[src/rtl/core/assert_macros.svh]
// Assertion helpers for the RTL.
// ASSERT_CLK checks a property at every rising clock edge outside reset.
`ifndef ASSERT_MACROS_SVH
`define ASSERT_MACROS_SVH
`ifndef SYNTHESIS
`define ASSERT_CLK(lbl, clk, rst, prop) \
   lbl: assert property (@(posedge clk) disable iff (rst) prop) \
      else $error("assertion failed");
`define ASSERT_NEVER(lbl, clk, rst, cond) \
   lbl: assert property (@(posedge clk) disable iff (rst) !(cond)) \
      else $error("forbidden condition seen");
`else
`define ASSERT_CLK(lbl, clk, rst, prop)
`define ASSERT_NEVER(lbl, clk, rst, cond)
`endif
`endif

[src/rtl/core/dipa_pkg.sv]
package dipa_pkg;

   // parse phase within the current string
   typedef enum logic [1:0] {
      PH_START  = 2'd0,
      PH_ZERO   = 2'd1,
      PH_DIGITS = 2'd2,
      PH_DONE   = 2'd3
   } phase_type;

   // number base of the current part
   typedef enum logic [1:0] {
      RX_DEC = 2'd0,
      RX_OCT = 2'd1,
      RX_HEX = 2'd2
   } radix_type;

   localparam int unsigned LEAD_PARTS = 3;

   localparam logic [7:0] CH_NUL    = 8'h00;
   localparam logic [7:0] CH_DOT    = 8'h2E;
   localparam logic [7:0] CH_ZERO   = 8'h30;
   localparam logic [7:0] CH_NINE   = 8'h39;
   localparam logic [7:0] CH_LOW_X  = 8'h78;
   localparam logic [7:0] CH_HIGH_X = 8'h58;
   localparam logic [7:0] CH_LOW_A  = 8'h61;
   localparam logic [7:0] CH_LOW_F  = 8'h66;
   localparam logic [7:0] CH_HIGH_A = 8'h41;
   localparam logic [7:0] CH_HIGH_F = 8'h46;
   localparam logic [7:0] CH_TAB    = 8'h09;
   localparam logic [7:0] CH_CR     = 8'h0D;
   localparam logic [7:0] CH_SPACE  = 8'h20;

endpackage

[src/rtl/core/dotted_ipv4_address_parser.sv]
// Streaming dotted IPv4 address parser with the classic address-text rules.
// One character word is taken every cycle; each word updates the parse
// state in a single pass of logic, and the NUL word loads the result
// register, whose word (ok flag and host-order address, first part in bits
// 31:24) is offered on the following cycle. The result register decouples
// the two sides: the next string's characters keep flowing while a result
// waits, and only a NUL word is held back (req_stall) while an earlier
// result is still stalled.
// Parts may be decimal, octal (leading 0, digits 8 and 9 accepted) or hex
// (leading 0x/0X); one whitespace character ends parsing.
module dotted_ipv4_address_parser import dipa_pkg::*; (
   input  logic        clock,
   input  logic        reset,
   input  logic        req_valid,
   output logic        req_stall,
   input  logic [7:0]  req_ch,
   output logic        rsp_valid,
   input  logic        rsp_stall,
   output logic        rsp_ok,
   output logic [31:0] rsp_address
);

`include "assert_macros.svh"

   phase_type   phase_ff, phase_in;
   radix_type   radix_ff, radix_in;
   logic [31:0] accum_ff, accum_in;
   logic [1:0]  part_count_ff, part_count_in;
   logic        failed_ff, failed_in;
   logic [7:0]  part_byte_ff [LEAD_PARTS];
   logic        save_part;

   logic        rsp_valid_ff, rsp_valid_in;
   logic        rsp_ok_ff, rsp_ok_in;
   logic [31:0] rsp_address_ff, rsp_address_in;

   logic        req_fire;
   logic        is_nul;
   logic        is_digit;
   logic        is_hex_letter;
   logic        is_space;
   logic [3:0]  digit_val;
   logic [31:0] accum_next;
   logic        fit_ok;
   logic [31:0] lead_bits;

   // hold a NUL word back only while a finished result is stalled
   assign is_nul    = (req_ch == CH_NUL);
   assign req_stall = rsp_valid_ff && rsp_stall && is_nul;
   assign req_fire  = req_valid && !req_stall;

   // classify the character
   always_comb begin
      is_digit      = (req_ch >= CH_ZERO) && (req_ch <= CH_NINE);
      is_hex_letter = (radix_ff == RX_HEX) &&
                      (((req_ch >= CH_LOW_A) && (req_ch <= CH_LOW_F)) ||
                       ((req_ch >= CH_HIGH_A) && (req_ch <= CH_HIGH_F)));
      is_space      = req_ch inside {[CH_TAB:CH_CR], CH_SPACE};
      digit_val     = is_digit ? req_ch[3:0] : 4'(req_ch[2:0] + 3'd1) + 4'd8;
   end

   // shift-add accumulate by the part's base
   always_comb begin
      case (radix_ff)
         RX_HEX:  accum_next = {accum_ff[27:0], 4'd0} + 32'(digit_val);
         RX_OCT:  accum_next = {accum_ff[28:0], 3'd0} + 32'(digit_val);
         default: accum_next = {accum_ff[28:0], 3'd0} + {accum_ff[30:0], 1'b0}
                               + 32'(digit_val);
      endcase
   end

   // range check of the last part and merge of the leading bytes
   always_comb begin
      case (part_count_ff)
         2'd0: begin
            fit_ok    = 1'b1;
            lead_bits = '0;
         end
         2'd1: begin
            fit_ok    = (accum_ff[31:24] == 8'd0);
            lead_bits = {part_byte_ff[0], 24'd0};
         end
         2'd2: begin
            fit_ok    = (accum_ff[31:16] == 16'd0);
            lead_bits = {part_byte_ff[0], part_byte_ff[1], 16'd0};
         end
         default: begin
            fit_ok    = (accum_ff[31:8] == 24'd0);
            lead_bits = {part_byte_ff[0], part_byte_ff[1], part_byte_ff[2], 8'd0};
         end
      endcase
   end

   // next parse state
   always_comb begin
      phase_in      = phase_ff;
      radix_in      = radix_ff;
      accum_in      = accum_ff;
      part_count_in = part_count_ff;
      failed_in     = failed_ff;
      save_part     = 1'b0;
      if (req_fire) begin
         if (is_nul) begin
            phase_in      = PH_START;
            radix_in      = RX_DEC;
            accum_in      = '0;
            part_count_in = '0;
            failed_in     = 1'b0;
         end else if (!failed_ff) begin
            case (phase_ff)
               PH_START: begin
                  if (!is_digit) begin
                     failed_in = 1'b1;
                  end else if (req_ch == CH_ZERO) begin
                     accum_in = '0;
                     radix_in = RX_OCT;
                     phase_in = PH_ZERO;
                  end else begin
                     accum_in = 32'(digit_val);
                     radix_in = RX_DEC;
                     phase_in = PH_DIGITS;
                  end
               end
               PH_ZERO, PH_DIGITS: begin
                  if ((phase_ff == PH_ZERO) &&
                      ((req_ch == CH_LOW_X) || (req_ch == CH_HIGH_X))) begin
                     radix_in = RX_HEX;
                     phase_in = PH_DIGITS;
                  end else if (is_digit || is_hex_letter) begin
                     accum_in = accum_next;
                     phase_in = PH_DIGITS;
                  end else if (req_ch == CH_DOT) begin
                     // a leading part wider than a byte can never pass
                     if ((part_count_ff == 2'd3) || (accum_ff[31:8] != 24'd0)) begin
                        failed_in = 1'b1;
                     end else begin
                        save_part     = 1'b1;
                        part_count_in = part_count_ff + 2'd1;
                        accum_in      = '0;
                        radix_in      = RX_DEC;
                        phase_in      = PH_START;
                     end
                  end else if (is_space) begin
                     phase_in = PH_DONE;
                  end else begin
                     failed_in = 1'b1;
                  end
               end
               default: begin
                  // after the whitespace terminator: drop characters
               end
            endcase
         end
      end
   end

   // result register
   always_comb begin
      rsp_valid_in   = rsp_valid_ff;
      rsp_ok_in      = rsp_ok_ff;
      rsp_address_in = rsp_address_ff;
      if (req_fire && is_nul) begin
         rsp_valid_in   = 1'b1;
         rsp_ok_in      = !failed_ff && (phase_ff != PH_START) && fit_ok;
         rsp_address_in = rsp_ok_in ? (accum_ff | lead_bits) : '0;
      end else if (rsp_valid_ff && !rsp_stall) begin
         rsp_valid_in = 1'b0;
      end
   end

   always_ff @(posedge clock) begin
      if (reset) begin
         phase_ff      <= PH_START;
         radix_ff      <= RX_DEC;
         accum_ff      <= '0;
         part_count_ff <= '0;
         failed_ff     <= 1'b0;
         rsp_valid_ff  <= 1'b0;
      end else begin
         phase_ff      <= phase_in;
         radix_ff      <= radix_in;
         accum_ff      <= accum_in;
         part_count_ff <= part_count_in;
         failed_ff     <= failed_in;
         rsp_valid_ff  <= rsp_valid_in;
      end
   end

   // payload registers: no reset
   always_ff @(posedge clock) begin
      rsp_ok_ff      <= rsp_ok_in;
      rsp_address_ff <= rsp_address_in;
      if (save_part) begin
         part_byte_ff[part_count_ff] <= accum_ff[7:0];
      end
   end

   assign rsp_valid   = rsp_valid_ff;
   assign rsp_ok      = rsp_ok_ff;
   assign rsp_address = rsp_address_ff;

   // checks
   `ASSERT_CLK(a_nul_gives_word, clock, reset, (req_fire && is_nul) |=> rsp_valid_ff)
   `ASSERT_CLK(a_nul_clears_state, clock, reset,
      (req_fire && is_nul) |=> (phase_ff == PH_START && part_count_ff == 2'd0 && !failed_ff))
   `ASSERT_NEVER(a_bad_word_zero, clock, reset,
      rsp_valid_ff && !rsp_ok_ff && (rsp_address_ff != 32'd0))

endmodule

[config.mk]
export PLATFORM = sky130hd
export DESIGN_NAME = dotted_ipv4_address_parser
export DESIGN_NICKNAME = d
export VERILOG_FILES = /design/src/rtl/core/dipa_pkg.sv /design/src/rtl/core/dotted_ipv4_address_parser.sv
export VERILOG_INCLUDE_DIRS = /design/src /design/src/rtl/core
export SDC_FILE = /design/constraint.sdc
export NUM_CORES = 1
export LEC_CHECK = 0
export ABC_AREA = 1
export BUFFER_PORTS_ARGS = -buffer_cell sky130_fd_sc_hd__buf_4
export CORE_AREA = 2 2 133 135
export DETAILED_ROUTE_END_ITERATION = 10
export DIE_AREA = 0 0 135 137
export PLACE_DENSITY = 0.79
export SYNTH_ARGS = -nofsm -noshare
export SYNTH_HDL_FRONTEND = slang
export SYNTH_SLANG_ARGS = --single-unit
export TNS_END_PERCENT = 20
[constraint.sdc]
create_clock -name clock -period 8.17 [get_ports clock]
set_input_delay 0.4085 -clock clock [delete_from_list [all_inputs] [get_ports clock]]
set_output_delay 0.4085 -clock clock [all_outputs]
set_load 0.03 [all_outputs]
==> reports/results.tsv, run 1 <==
stage	metric	value	unit
outcome	outcome	complete, no violations	
yosys	Async SR Flop Fraction	0	%
drt	Remaining DRCs	0	
yosys	count of flip-flops with a built-in enable after synthesis	57	
timing	FMAX	277	MHz
clocking	Setup Fix Bufs, Post-CTS	0	
yosys	syn_area_per_cell	6.83	sq um
pwr	Max VDD drop	0.101	mV
drt	DR WL/cell	16.0	um
die	row count	48	
clocking	Sink Count	97	
placement	Final Wtd Congestion	0.956	
die	Die Ht	137	um
clocking	H-tree depth	3	
placement	Final HPWL DP	18400	um
drt	Via density	5.59	
finish	layout cells sized above 1	10.3	%
yosys	synthesized netlist cell count	1232	
drt	Detailed Route Iter0 Violations	926	
die	# IOs	47	
finish	diodes inserted	0	
timing	Slew @ Worst Pin	1.11	ns
timing	Hold WS	0.397	ns
timing	min Tclk post-route	3.61	ns
clocking	root buf cell	clkbuf_16	
placement	DP Cell Count	1473	
yosys	Synth Register Bits	97	
critical_path	crit start category	input pin	
finish	NumNets Final	1347	
drt	WL final	23800	um
yosys	post-synthesis cell area	8420	sq um
yosys	share of synthesized area occupied by flip-flops and latches	29.8	%
timing	relative slew slack	26.1	%
pwr	power density cells	119	nW/um^2
yosys	Synth cell types	48	
clocking	Clock Path Buffers	2	
yosys	Yosys warning total	0	
yosys	Post-synth top cells	nand2_1 (322), inv_1 (183), nor2_1 (142)	
grt	first-pass GRT wire length	38600	um
timing	post-route setup TNS	0	ns
yosys	largest cells by area after synthesis	edfxtp_1 (20%), nand2_1 (14%), ha_1 (11%)	
critical_path	Setup CP Type	in2reg	
clocking	CTS tree	yes	
clocking	PostCTS Resize Cnt	0	
pwr	Leak	4.31	nW
hold_path	Hold WC Path Type	in2reg	
timing	Tcrit/Tclk final	44.2	%
yosys	Synth Net Count	1320	
yosys	top_reg_cell synth	edfxtp_1	
timing	RSZ-0062 raised after global routing	no	
drt	Detail Route Antenna Nets	0	
clocking	clock buffer count from CTS	9	
grt	GRT Total Usage	26.2	%
grt	total grt overflow	0	
grt	largest net degree at the start of global routing	42	
drt	first-pass detailed-route iteration total	6	
clocking	worst skew pair latency	0.36	ns
finish	Post-Route Utilization	53.7	%
critical_path	r2r worst-path depth	13	
timing	setup violators final	0	
critical_path	Setup crit end kind	flip-flop	
clocking	CTS Hold Bufs	0	
clocking	clk slew on worst S/H paths	0.08	ns
critical_path	Worst EP required	8.46	ns
yosys	most frequent cell after synthesis	nand2_1	
critical_path	CP Data Arrival Time	3.90	ns
die	Starting Density	49.4	%
finish	Layout area overhead	8.72	%
grt	initial antenna violation count	0	
finish	Post-Layout Cell Count	1489	
die	Die Wd	135	um
timing	Fin. Hold Viols	0	
hold_path	WHS Path Cells	3	
yosys	Synth top area share	20.3	%
drt	routed vias	8321	
job	max-cap viol count	0	
yosys	largest area contributor in the netlist	edfxtp_1	
timing	setup skew after layout	0.0104	ns
grt	vias in the first global route	7805	
die	die area	18500	sq um
placement	input/output buffers	46	
die	core footprint	17100	sq um
timing	max-slew violations	0	
critical_path	CP Max Fanout	8	
## worst max-delay path, cell delays in order
cell,delay (ns)
buf_4,0.11
inv_1,0.06
ha_1,0.25
inv_1,0.10
nand3_1,0.09
nand3_2,0.16
inv_1,0.10
o21ai_0,0.30
inv_1,0.14
fa_1,0.53
inv_1,0.07
fa_1,0.40
inv_1,0.14
nand3_1,0.09
nand3_1,0.15
nand3_1,0.09
nand3_1,0.18
nand2_1,0.09
nand2_1,0.08
nand2_1,0.05
nand3_1,0.06
nand3_1,0.09
a21oi_1,0.14
## where the power goes
group / switching, mW / internal, mW
combinational: 0.0983 / 0.0439
clock: 0.206 / 0.215
sequential: 0.00905 / 0.516
## layout by cell type (no fill, tap or decap), types with 3 or more instances in the layout
| master | n |
|---|---|
| a21o_1 | 5 |
| a21oi_1 | 92 |
| a21oi_2 | 19 |
| and2_1 | 3 |
| and3_1 | 3 |
| buf_4 | 50 |
| clkbuf_16 | 9 |
| dfxtp_1 | 40 |
| edfxtp_1 | 57 |
| ha_1 | 74 |
| inv_1 | 183 |
| inv_2 | 3 |
| inv_8 | 3 |
| nand2_1 | 322 |
| nand2_2 | 3 |
| nand3_1 | 87 |
| nand3_2 | 22 |
| nand3b_1 | 3 |
| nand4_1 | 19 |
| nor2_1 | 142 |
| nor2_2 | 4 |
| nor3_1 | 18 |
| o211ai_1 | 8 |
| o21ai_0 | 54 |
| or2_2 | 3 |
| xnor2_1 | 3 |
| xor2_1 | 7 |
## through the flow
step	worst slack (ns)	total power, mW	instance area (sq um)
floorplan	4.84	0.637	8420
global placement	4.34	0.674	8860
detailed placement	4.21	0.676	8860
CTS	4.58	1.09	9160
global route	4.09	1.13	9160
finish	4.56	1.09	9160
## final timing paths
check	from	endpoint	slack [ns]
worst max register to register	radix_ff[0]$_SDFFE_PP0P_	accum_ff[3]$_SDFFE_PP0P_	4.87
worst min register to register	radix_ff[1]$_SDFFE_PP0P_	radix_ff[1]$_SDFFE_PP0P_	0.49
worst min-delay path	rsp_stall	rsp_valid$_SDFFE_PP0P_	0.40
worst max-delay path	req_ch[0]	accum_ff[30]$_SDFFE_PP0P_	4.56
## registers in the layout, indices dropped and copies added, names as in the netlist
register	count
phase_ff	2
part_byte_ff	24
accum_ff	32
rsp_address	32
rsp_ok	1
part_count_ff	2
rsp_valid	1
failed_ff	1
radix_ff	2
## layout make-up
type | instances | area (sq um)
clock buffer | 9 | 225
fill | 1726 | 7900
timing repair buffer | 50 | 375
inverter | 188 | 706
clock inverter | 7 | 66.3
tap | 225 | 282
sequential | 97 | 2510
multi-input combinational | 913 | 4990
## cell families (layout without fill, tap and decap cells)
logic type	count (synthesis)	in the layout	share of synthesized area [%]
AO/OA/AOI/OAI	189	189	12.9
adder cells (fa/ha/maj)	76	76	11.5
flip-flops	97	97	29.8
XOR/XNOR	10	10	1.04
buffers and inverters	222	254	10.9
AND/OR/NAND/NOR	638	638	33.8
## per-layer routing
metal	part of all wire [%]	up-vias	global-route usage, %
met2	47	364	44.2
met4	3.0	0	8.22
met1	43	3806	35.2
met5	0	-	0
li1	-	4089	-
met3	6.6	62	3.04
No activity file was read; power rests on OpenSTA's default activity.
==> run 2: changes to the inputs <==
--- a/config.mk
+++ b/config.mk
@@ -11,7 +11,7 @@
 export CORE_AREA = 2 2 133 135
 export DETAILED_ROUTE_END_ITERATION = 10
 export DIE_AREA = 0 0 135 137
-export PLACE_DENSITY = 0.79
+export PLACE_DENSITY = 0.81
 export SYNTH_ARGS = -nofsm -noshare
 export SYNTH_HDL_FRONTEND = slang
 export SYNTH_SLANG_ARGS = --single-unit
==> constraint.sdc (replaced) <==
create_clock -name clock -period 3.23 [get_ports clock]
set_input_delay 0.1615 -clock clock [delete_from_list [all_inputs] [get_ports clock]]
set_output_delay 0.1615 -clock clock [all_outputs]
set_load 0.03 [all_outputs]
==> reports/results.tsv, run 2 (synthesized netlist as in run 1, its figures left out) <==
stage	metric	value	unit	change
outcome	outcome	complete, no violations		
clocking	clock buffer count from CTS	9		unchanged
drt	first-pass detailed-route iteration total	6		unchanged
drt	met2 routed WL	11600	um	+2.9%
clocking	Sink Count	97		unchanged
timing	setup violators final	0		unchanged
finish	layout cells sized above 1	13.8	%	+3.6 points
die	row count	48		unchanged
drt	Remaining DRCs	0		unchanged
placement	input/output buffers	46		unchanged
critical_path	CP Data Arrival Time	3.22	ns	-0.68 ns
grt	first-pass GRT wire length	39000	um	+1.0%
timing	FMAX	334	MHz	
placement	post-place setup slack	-0.164	ns	-4.37 ns
grt	initial antenna violation count	0		unchanged
die	core footprint	17100	sq um	unchanged
grt	GRT Total Usage	26.5	%	+0.32 points
timing	Slew @ Worst Pin	0.797	ns	-0.310 ns
placement	Final Wtd Congestion	0.960		+0.44%
die	Die Ht	137	um	unchanged
clocking	clk slew on worst S/H paths	0.07	ns	about the same
timing	Tcrit/Tclk final	92.8	%	
timing	min Tclk post-route	3.00	ns	
critical_path	CP Max Fanout	5		-3
hold_path	Hold WC Path Type	in2reg		
finish	commonest non-fill, non-tap cell in the layout	nand2_1		
drt	Detail Route Antenna Nets	0		unchanged
pwr	power density cells	288	nW/um^2	+140%
grt	total grt overflow	0		unchanged
grt	largest net degree at the start of global routing	41		-2.4%
die	# IOs	47		unchanged
timing	relative slew slack	46.8	%	+21 points
placement	Final HPWL DP	19100	um	+3.8%
timing	Setup WS post-layout	0.234	ns	-4.33 ns
finish	Reg area	2510	sq um	unchanged
finish	commonest cells after routing, fill and taps aside	nand2_1 (321), inv_1 (183), nor2_1 (142)		
pwr	Leak	4.58	nW	+6.3%
clocking	CTS tree	yes		
critical_path	Setup crit end kind	flip-flop		
finish	FILL cells	1677		-2.8%
critical_path	crit start category	input pin		
finish	NumNets Final	1398		+3.8%
timing	Fin. Hold Viols	0		unchanged
timing	RSZ-0062 raised after global routing	no		
timing	max-slew violations	0		unchanged
clocking	Clock Path Buffers	2		unchanged
drt	Via density	5.52		-1.2%
grt	vias in the first global route	7961		+2.0%
critical_path	Setup CP Type	in2reg		
finish	area occupied by multi-input gates	5000	sq um	+0.15%
drt	highest metal used	met4		
timing	Hold WS	0.144	ns	-0.254 ns
drt	met3 wire len	1780	um	+14%
clocking	worst skew pair latency	0.35	ns	about the same
die	Starting Density	49.4	%	unchanged
drt	DR WL/cell	15.9	um	-0.70%
drt	WL final	24500	um	+2.7%
drt	routed vias	8507		+2.2%
finish	diodes inserted	0		unchanged
critical_path	Worst EP required	3.45	ns	-5.01 ns
finish	Post-Route Utilization	55.9	%	+2.2 points
die	die area	18500	sq um	unchanged
timing	setup skew after layout	0.00475	ns	-0.00564 ns
clocking	H-tree depth	3		unchanged
pwr	Max VDD drop	0.266	mV	+160%
drt	met1 WL	10400	um	+0.49%
drt	Detailed Route Iter0 Violations	993		+7.2%
clocking	root buf cell	clkbuf_16		
finish	Layout area overhead	13.3	%	
die	Die Wd	135	um	unchanged
job	max-cap viol count	0		unchanged
-- run 2: changes by cell type in the layout (fill, tap and decap cells not counted) --
| cell | before | now |
|---|---|---|
| buf_4 | 50 | 101 |
| clkinvlp_4 | 2 | 1 |
| o21ai_0 | 54 | 53 |
| nand2_1 | 322 | 321 |
| clkinv_1 | 2 | 3 |
| nand2_2 | 3 | 4 |
| nand3_2 | 22 | 23 |
| o21ai_1 | 0 | 1 |
| nand3_1 | 87 | 86 |
| inv_8 | 3 | 1 |
| inv_6 | 2 | 4 |
-- run 2: metal layers --
layer | GRT usage, % | up-vias
li1 | - | 4183
met1 | 34.6 | 3910
met2 | 45.0 | 346
met3 | 3.41 | 68
met4 | 9.72 | 0
met5 | 0 | -
-- run 2: power breakdown --
group | switching (mW) | internal (mW)
combinational | 0.264 | 0.131
clock | 0.500 | 0.536
sequential | 0.0129 | 1.31
total | 0.777 | 1.97
-- run 2: repair_timing --
| action | 4_1_cts | 5_1_grt |
|---|---|---|
| gates resized for setup | 0 | 3 |
| setup buffers | 0 | 1 |
| hold buffers | 0 | 0 |
| hold endpoints to repair | 0 | 0 |
| setup endpoints to repair | 0 | 8 |
-- run 2: cell type report --
| cell class | instances | area share (%) |
|---|---|---|
| multi-input cells | 913 | 52.4 |
| flip-flops and latches | 97 | 26.3 |
| repair buffers | 101 | 7.95 |
| inverters | 188 | 7.40 |
| well taps | 225 | 2.95 |
| clock buffers | 9 | 2.36 |
| clock inverters | 7 | 0.604 |
-- run 2: path summary, 6_finish.rpt --
path	cells after the start	from	slack (ns)	to
worst min-delay path	3	rsp_stall	0.14	rsp_valid$_SDFFE_PP0P_
worst min register to register	2	radix_ff[1]$_SDFFE_PP0P_	0.49	radix_ff[1]$_SDFFE_PP0P_
worst max register to register	12	accum_ff[13]$_SDFFE_PP0P_	0.42	accum_ff[21]$_SDFFE_PP0P_
worst max-delay path	25	req_ch[1]	0.23	accum_ff[31]$_SDFFE_PP0P_
-- run 2: worst max-delay path: stages --
cell and delay, ns:
buf_4 0.11, inv_1 0.09, ha_1 0.19, inv_1 0.06, nand3_1 0.07, nand3_2 0.08, inv_1 0.11, nand2_1 0.07
o21ai_0 0.07, buf_4 0.14, inv_1 0.06, fa_1 0.47, ha_1 0.36, nand3_1 0.10, nand3_1 0.15, nand2_1 0.10
nand2_1 0.06, nand2_1 0.06, nand2_1 0.13, nand2_1 0.18, nand2_1 0.07, nand2_1 0.06, nand3_1 0.10, nand3_2 0.11
a21oi_2 0.05
-- run 2: per-stage QoR --
step                      std cells  total power, mW  setup TNS, ns  instance area (sq um)
after floorplan                1232             1.61              0                   8420
after global placement         1523             1.73        -0.0711                   9240
after detailed placement       1523             1.74          -1.39                   9240
after CTS                      1539             2.75              0                   9520
after global routing           1540             2.85              0                   9540
final                          1540             2.75              0                   9540
==> run 3: changes to the inputs <==
--- a/config.mk
+++ b/config.mk
@@ -8,10 +8,12 @@
 export LEC_CHECK = 0
 export ABC_AREA = 1
 export BUFFER_PORTS_ARGS = -buffer_cell sky130_fd_sc_hd__buf_4
-export CORE_AREA = 2 2 133 135
+export CELL_PAD_IN_SITES_DETAIL_PLACEMENT = 1
+export CELL_PAD_IN_SITES_GLOBAL_PLACEMENT = 2
+export CORE_AREA = 2 2 166 168
 export DETAILED_ROUTE_END_ITERATION = 10
-export DIE_AREA = 0 0 135 137
-export PLACE_DENSITY = 0.81
+export DIE_AREA = 0 0 168 170
+export PLACE_DENSITY = 0.88
 export SYNTH_ARGS = -nofsm -noshare
 export SYNTH_HDL_FRONTEND = slang
 export SYNTH_SLANG_ARGS = --single-unit
==> reports/results.tsv, run 3 (synthesized netlist as in run 1, its figures left out) <==
stage	metric	value	unit	change
finish	commonest non-fill, non-tap cell in the layout	nand2_1		
die	row count	60		+25%
drt	Detail Route Antenna Nets	0		unchanged
pwr	Max VDD drop	0.284	mV	+6.5%
outcome	outcome	complete, no violations		
clocking	H-tree depth	3		unchanged
drt	WL final	29400	um	+20%
placement	Final Wtd Congestion	0.851		-11%
placement	DP Cell Count	1653		+8.5%
timing	min Tclk post-route	2.96	ns	-0.0327 ns
critical_path	Slowest cell on crit path	fa_1		
die	Die Wd	168	um	+24%
grt	vias in the first global route	8781		+10%
job	max-cap viol count	0		unchanged
timing	FMAX	337	MHz	+1.1%
die	Die Ht	170	um	+24%
placement	Final HPWL DP	23600	um	+24%
clocking	Sink Count	97		unchanged
critical_path	reg2reg end	part_byte_ff[2][0]$_DFFE_PP_		
critical_path	Setup crit end kind	flip-flop		
finish	FILL cells	3432		+100%
grt	first-pass GRT wire length	47000	um	+21%
timing	max-slew violations	0		unchanged
critical_path	crit path from	req_ch[1]		
critical_path	CP Max Fanout	6		+1
critical_path	most frequent CP cell	nand2_1		
timing	Tcrit/Tclk final	91.7	%	-1.0 points
clocking	clk slew on worst S/H paths	0.07	ns	about the same
drt	first-pass detailed-route iteration total	5		-1
clocking	worst skew pair latency	0.35	ns	about the same
finish	final instance area	9830	sq um	+3.1%
clocking	CTS tree	yes		
critical_path	CP Data Arrival Time	3.25	ns	+0.03 ns
critical_path	crit start category	input pin		
critical_path	RR Startpoint	accum_ff[24]$_SDFFE_PP0P_		
grt	largest net degree at the start of global routing	41		unchanged
critical_path	cells along the critical path	buf_4, inv_1, ha_1, inv_1, nand3_1, nand3_2, inv_1, nand2_1, o21ai_0, buf_4, inv_1, fa_1, ha_1, nand2_1, nand2_1, nand2_1, nand2_1, nand2_1, nand3_1, buf_4, o21ai_0, nand3_2, a21oi_2		
drt	routed vias	8516		+0.11%
placement	Placement Cell Area	9490	sq um	+2.7%
hold_path	Hold WC Path Type	in2reg		
grt	total grt overflow	0		unchanged
timing	Fin. Hold Viols	0		unchanged
die	die area	28600	sq um	+54%
drt	Detailed Route Iter0 Violations	545		-45%
finish	commonest cells after routing, fill and taps aside	nand2_1 (319), inv_1 (183), nor2_1 (142)		
timing	relative slew slack	43.0	%	-3.8 points
critical_path	Worst EP required	3.51	ns	+0.06 ns
drt	Via density	5.10		-7.6%
clocking	Clock Path Buffers	2		unchanged
die	Starting Density	31.6	%	-18 points
timing	Slew @ Worst Pin	0.854	ns	+0.0576 ns
timing	setup violators final	0		unchanged
finish	Layout area overhead	16.7	%	
critical_path	Setup crit end	accum_ff[11]$_SDFFE_PP0P_		
drt	DR WL/cell	17.6	um	+11%
finish	Post-Layout Cell Count	1669		+8.4%
clocking	root buf cell	clkbuf_16		
finish	layout cells sized above 1	15.2	%	+1.4 points
timing	Hold WS	0.207	ns	+0.0634 ns
finish	NumNets Final	1411		+0.93%
placement	input/output buffers	46		unchanged
pwr	Leak	4.69	nW	+2.2%
clocking	clock buffer count from CTS	9		unchanged
die	# IOs	47		unchanged
critical_path	Setup CP Type	in2reg		
critical_path	r2r worst-path depth	10		-2
finish	diodes inserted	0		unchanged
drt	Remaining DRCs	0		unchanged
grt	GRT Total Usage	20.7	%	-5.8 points
pwr	power density cells	293	nW/um^2	+1.6%
die	core footprint	26700	sq um	+56%
critical_path	R2R Setup Slk	0.53	ns	+0.11 ns
grt	initial antenna violation count	0		unchanged
timing	RSZ-0062 raised after global routing	yes		
critical_path	Max stage delay on crit path	0.37	ns	-0.10 ns
timing	setup skew after layout	0.0102	ns	+0.00543 ns
[run 3: cell types whose count changed in the layout (fill, tap and decap cells not counted), moves of 2 or more]
cell,before,now
nand2_1,321,319
nand3_2,23,26
buf_4,101,114
inv_6,4,2
nand2_2,4,6
nand3_1,86,83
[run 3: report_power, final]
group / leakage [nW] / switching [mW] / internal (mW)
clock network: 0.150 / 0.523 / 0.616
registers: 0.905 / 0.0103 / 1.31
logic: 3.63 / 0.288 / 0.138
[run 3: worst min-delay path by stage]
stage,start,endpoint,slack [ns],cells after the start
CTS,rsp_stall,rsp_valid$_SDFFE_PP0P_,0.20,3
global placement,radix_ff[0]$_SDFFE_PP0P_,radix_ff[0]$_SDFFE_PP0P_,0.48,2
detailed placement,radix_ff[0]$_SDFFE_PP0P_,radix_ff[0]$_SDFFE_PP0P_,0.49,2
global route,rsp_stall,rsp_valid$_SDFFE_PP0P_,0.24,3
floorplan,rsp_stall,rsp_valid$_SDFFE_PP0P_,0.35,2
finish,rsp_stall,rsp_valid$_SDFFE_PP0P_,0.21,3
[run 3: critical path, delay by kind of cell]
kind | cells | cell delay, ns
AO/OA/AOI/OAI | 3 | 0.52
adder cells (fa/ha/maj) | 3 | 0.92
buffers and inverters | 7 | 0.76
AND/OR/NAND/NOR | 10 | 0.87
[run 3: per-stage QoR]
stage	utilization [%]	TNS (ns)	setup slack [ns]	power (mW)
final	36.9	0	0.267	2.88
after global routing	36.9	-0.0189	-0.0135	2.98
after CTS	36.8	0	0.124	2.89
after detailed placement	35.6	-3.71	-0.236	1.77
after global placement	35.6	-1.37	-0.136	1.76
after floorplan	-	0	0.147	1.61
[run 3: area by class of cell]
type	count	area, sq um	area share (%)
Sequential cell	97	2510	25.6
Inverter	188	706	7.18
Clock buffer	9	225	2.29
Clock inverter	7	82.6	0.840
Timing Repair Buffer	114	856	8.71
Tap cell	341	427	4.34
Multi-Input combinational cell	913	5020	51.1
[run 3: per-layer routing]
layer / vias to the layer above / track usage, % / routed length (um)
met1: 4113 / 26.9 / 13300
met3: 35 / 1.60 / 1030
met4: 0 / 4.69 / 512
li1: 4197 / - / -
met5: - / 0 / 0
met2: 171 / 37.3 / 14500
[run 3: what timing repair did]
| item | 4_1_cts | 5_1_grt |
|---|---|---|
| resized for setup | 0 | 9 |
| buffers inserted | 0 | 0 |
| endpoints found under the setup margin | 0 | 15 |
| hold buffers | 0 | 0 |
| endpoints found under the hold margin | 0 | 0 |
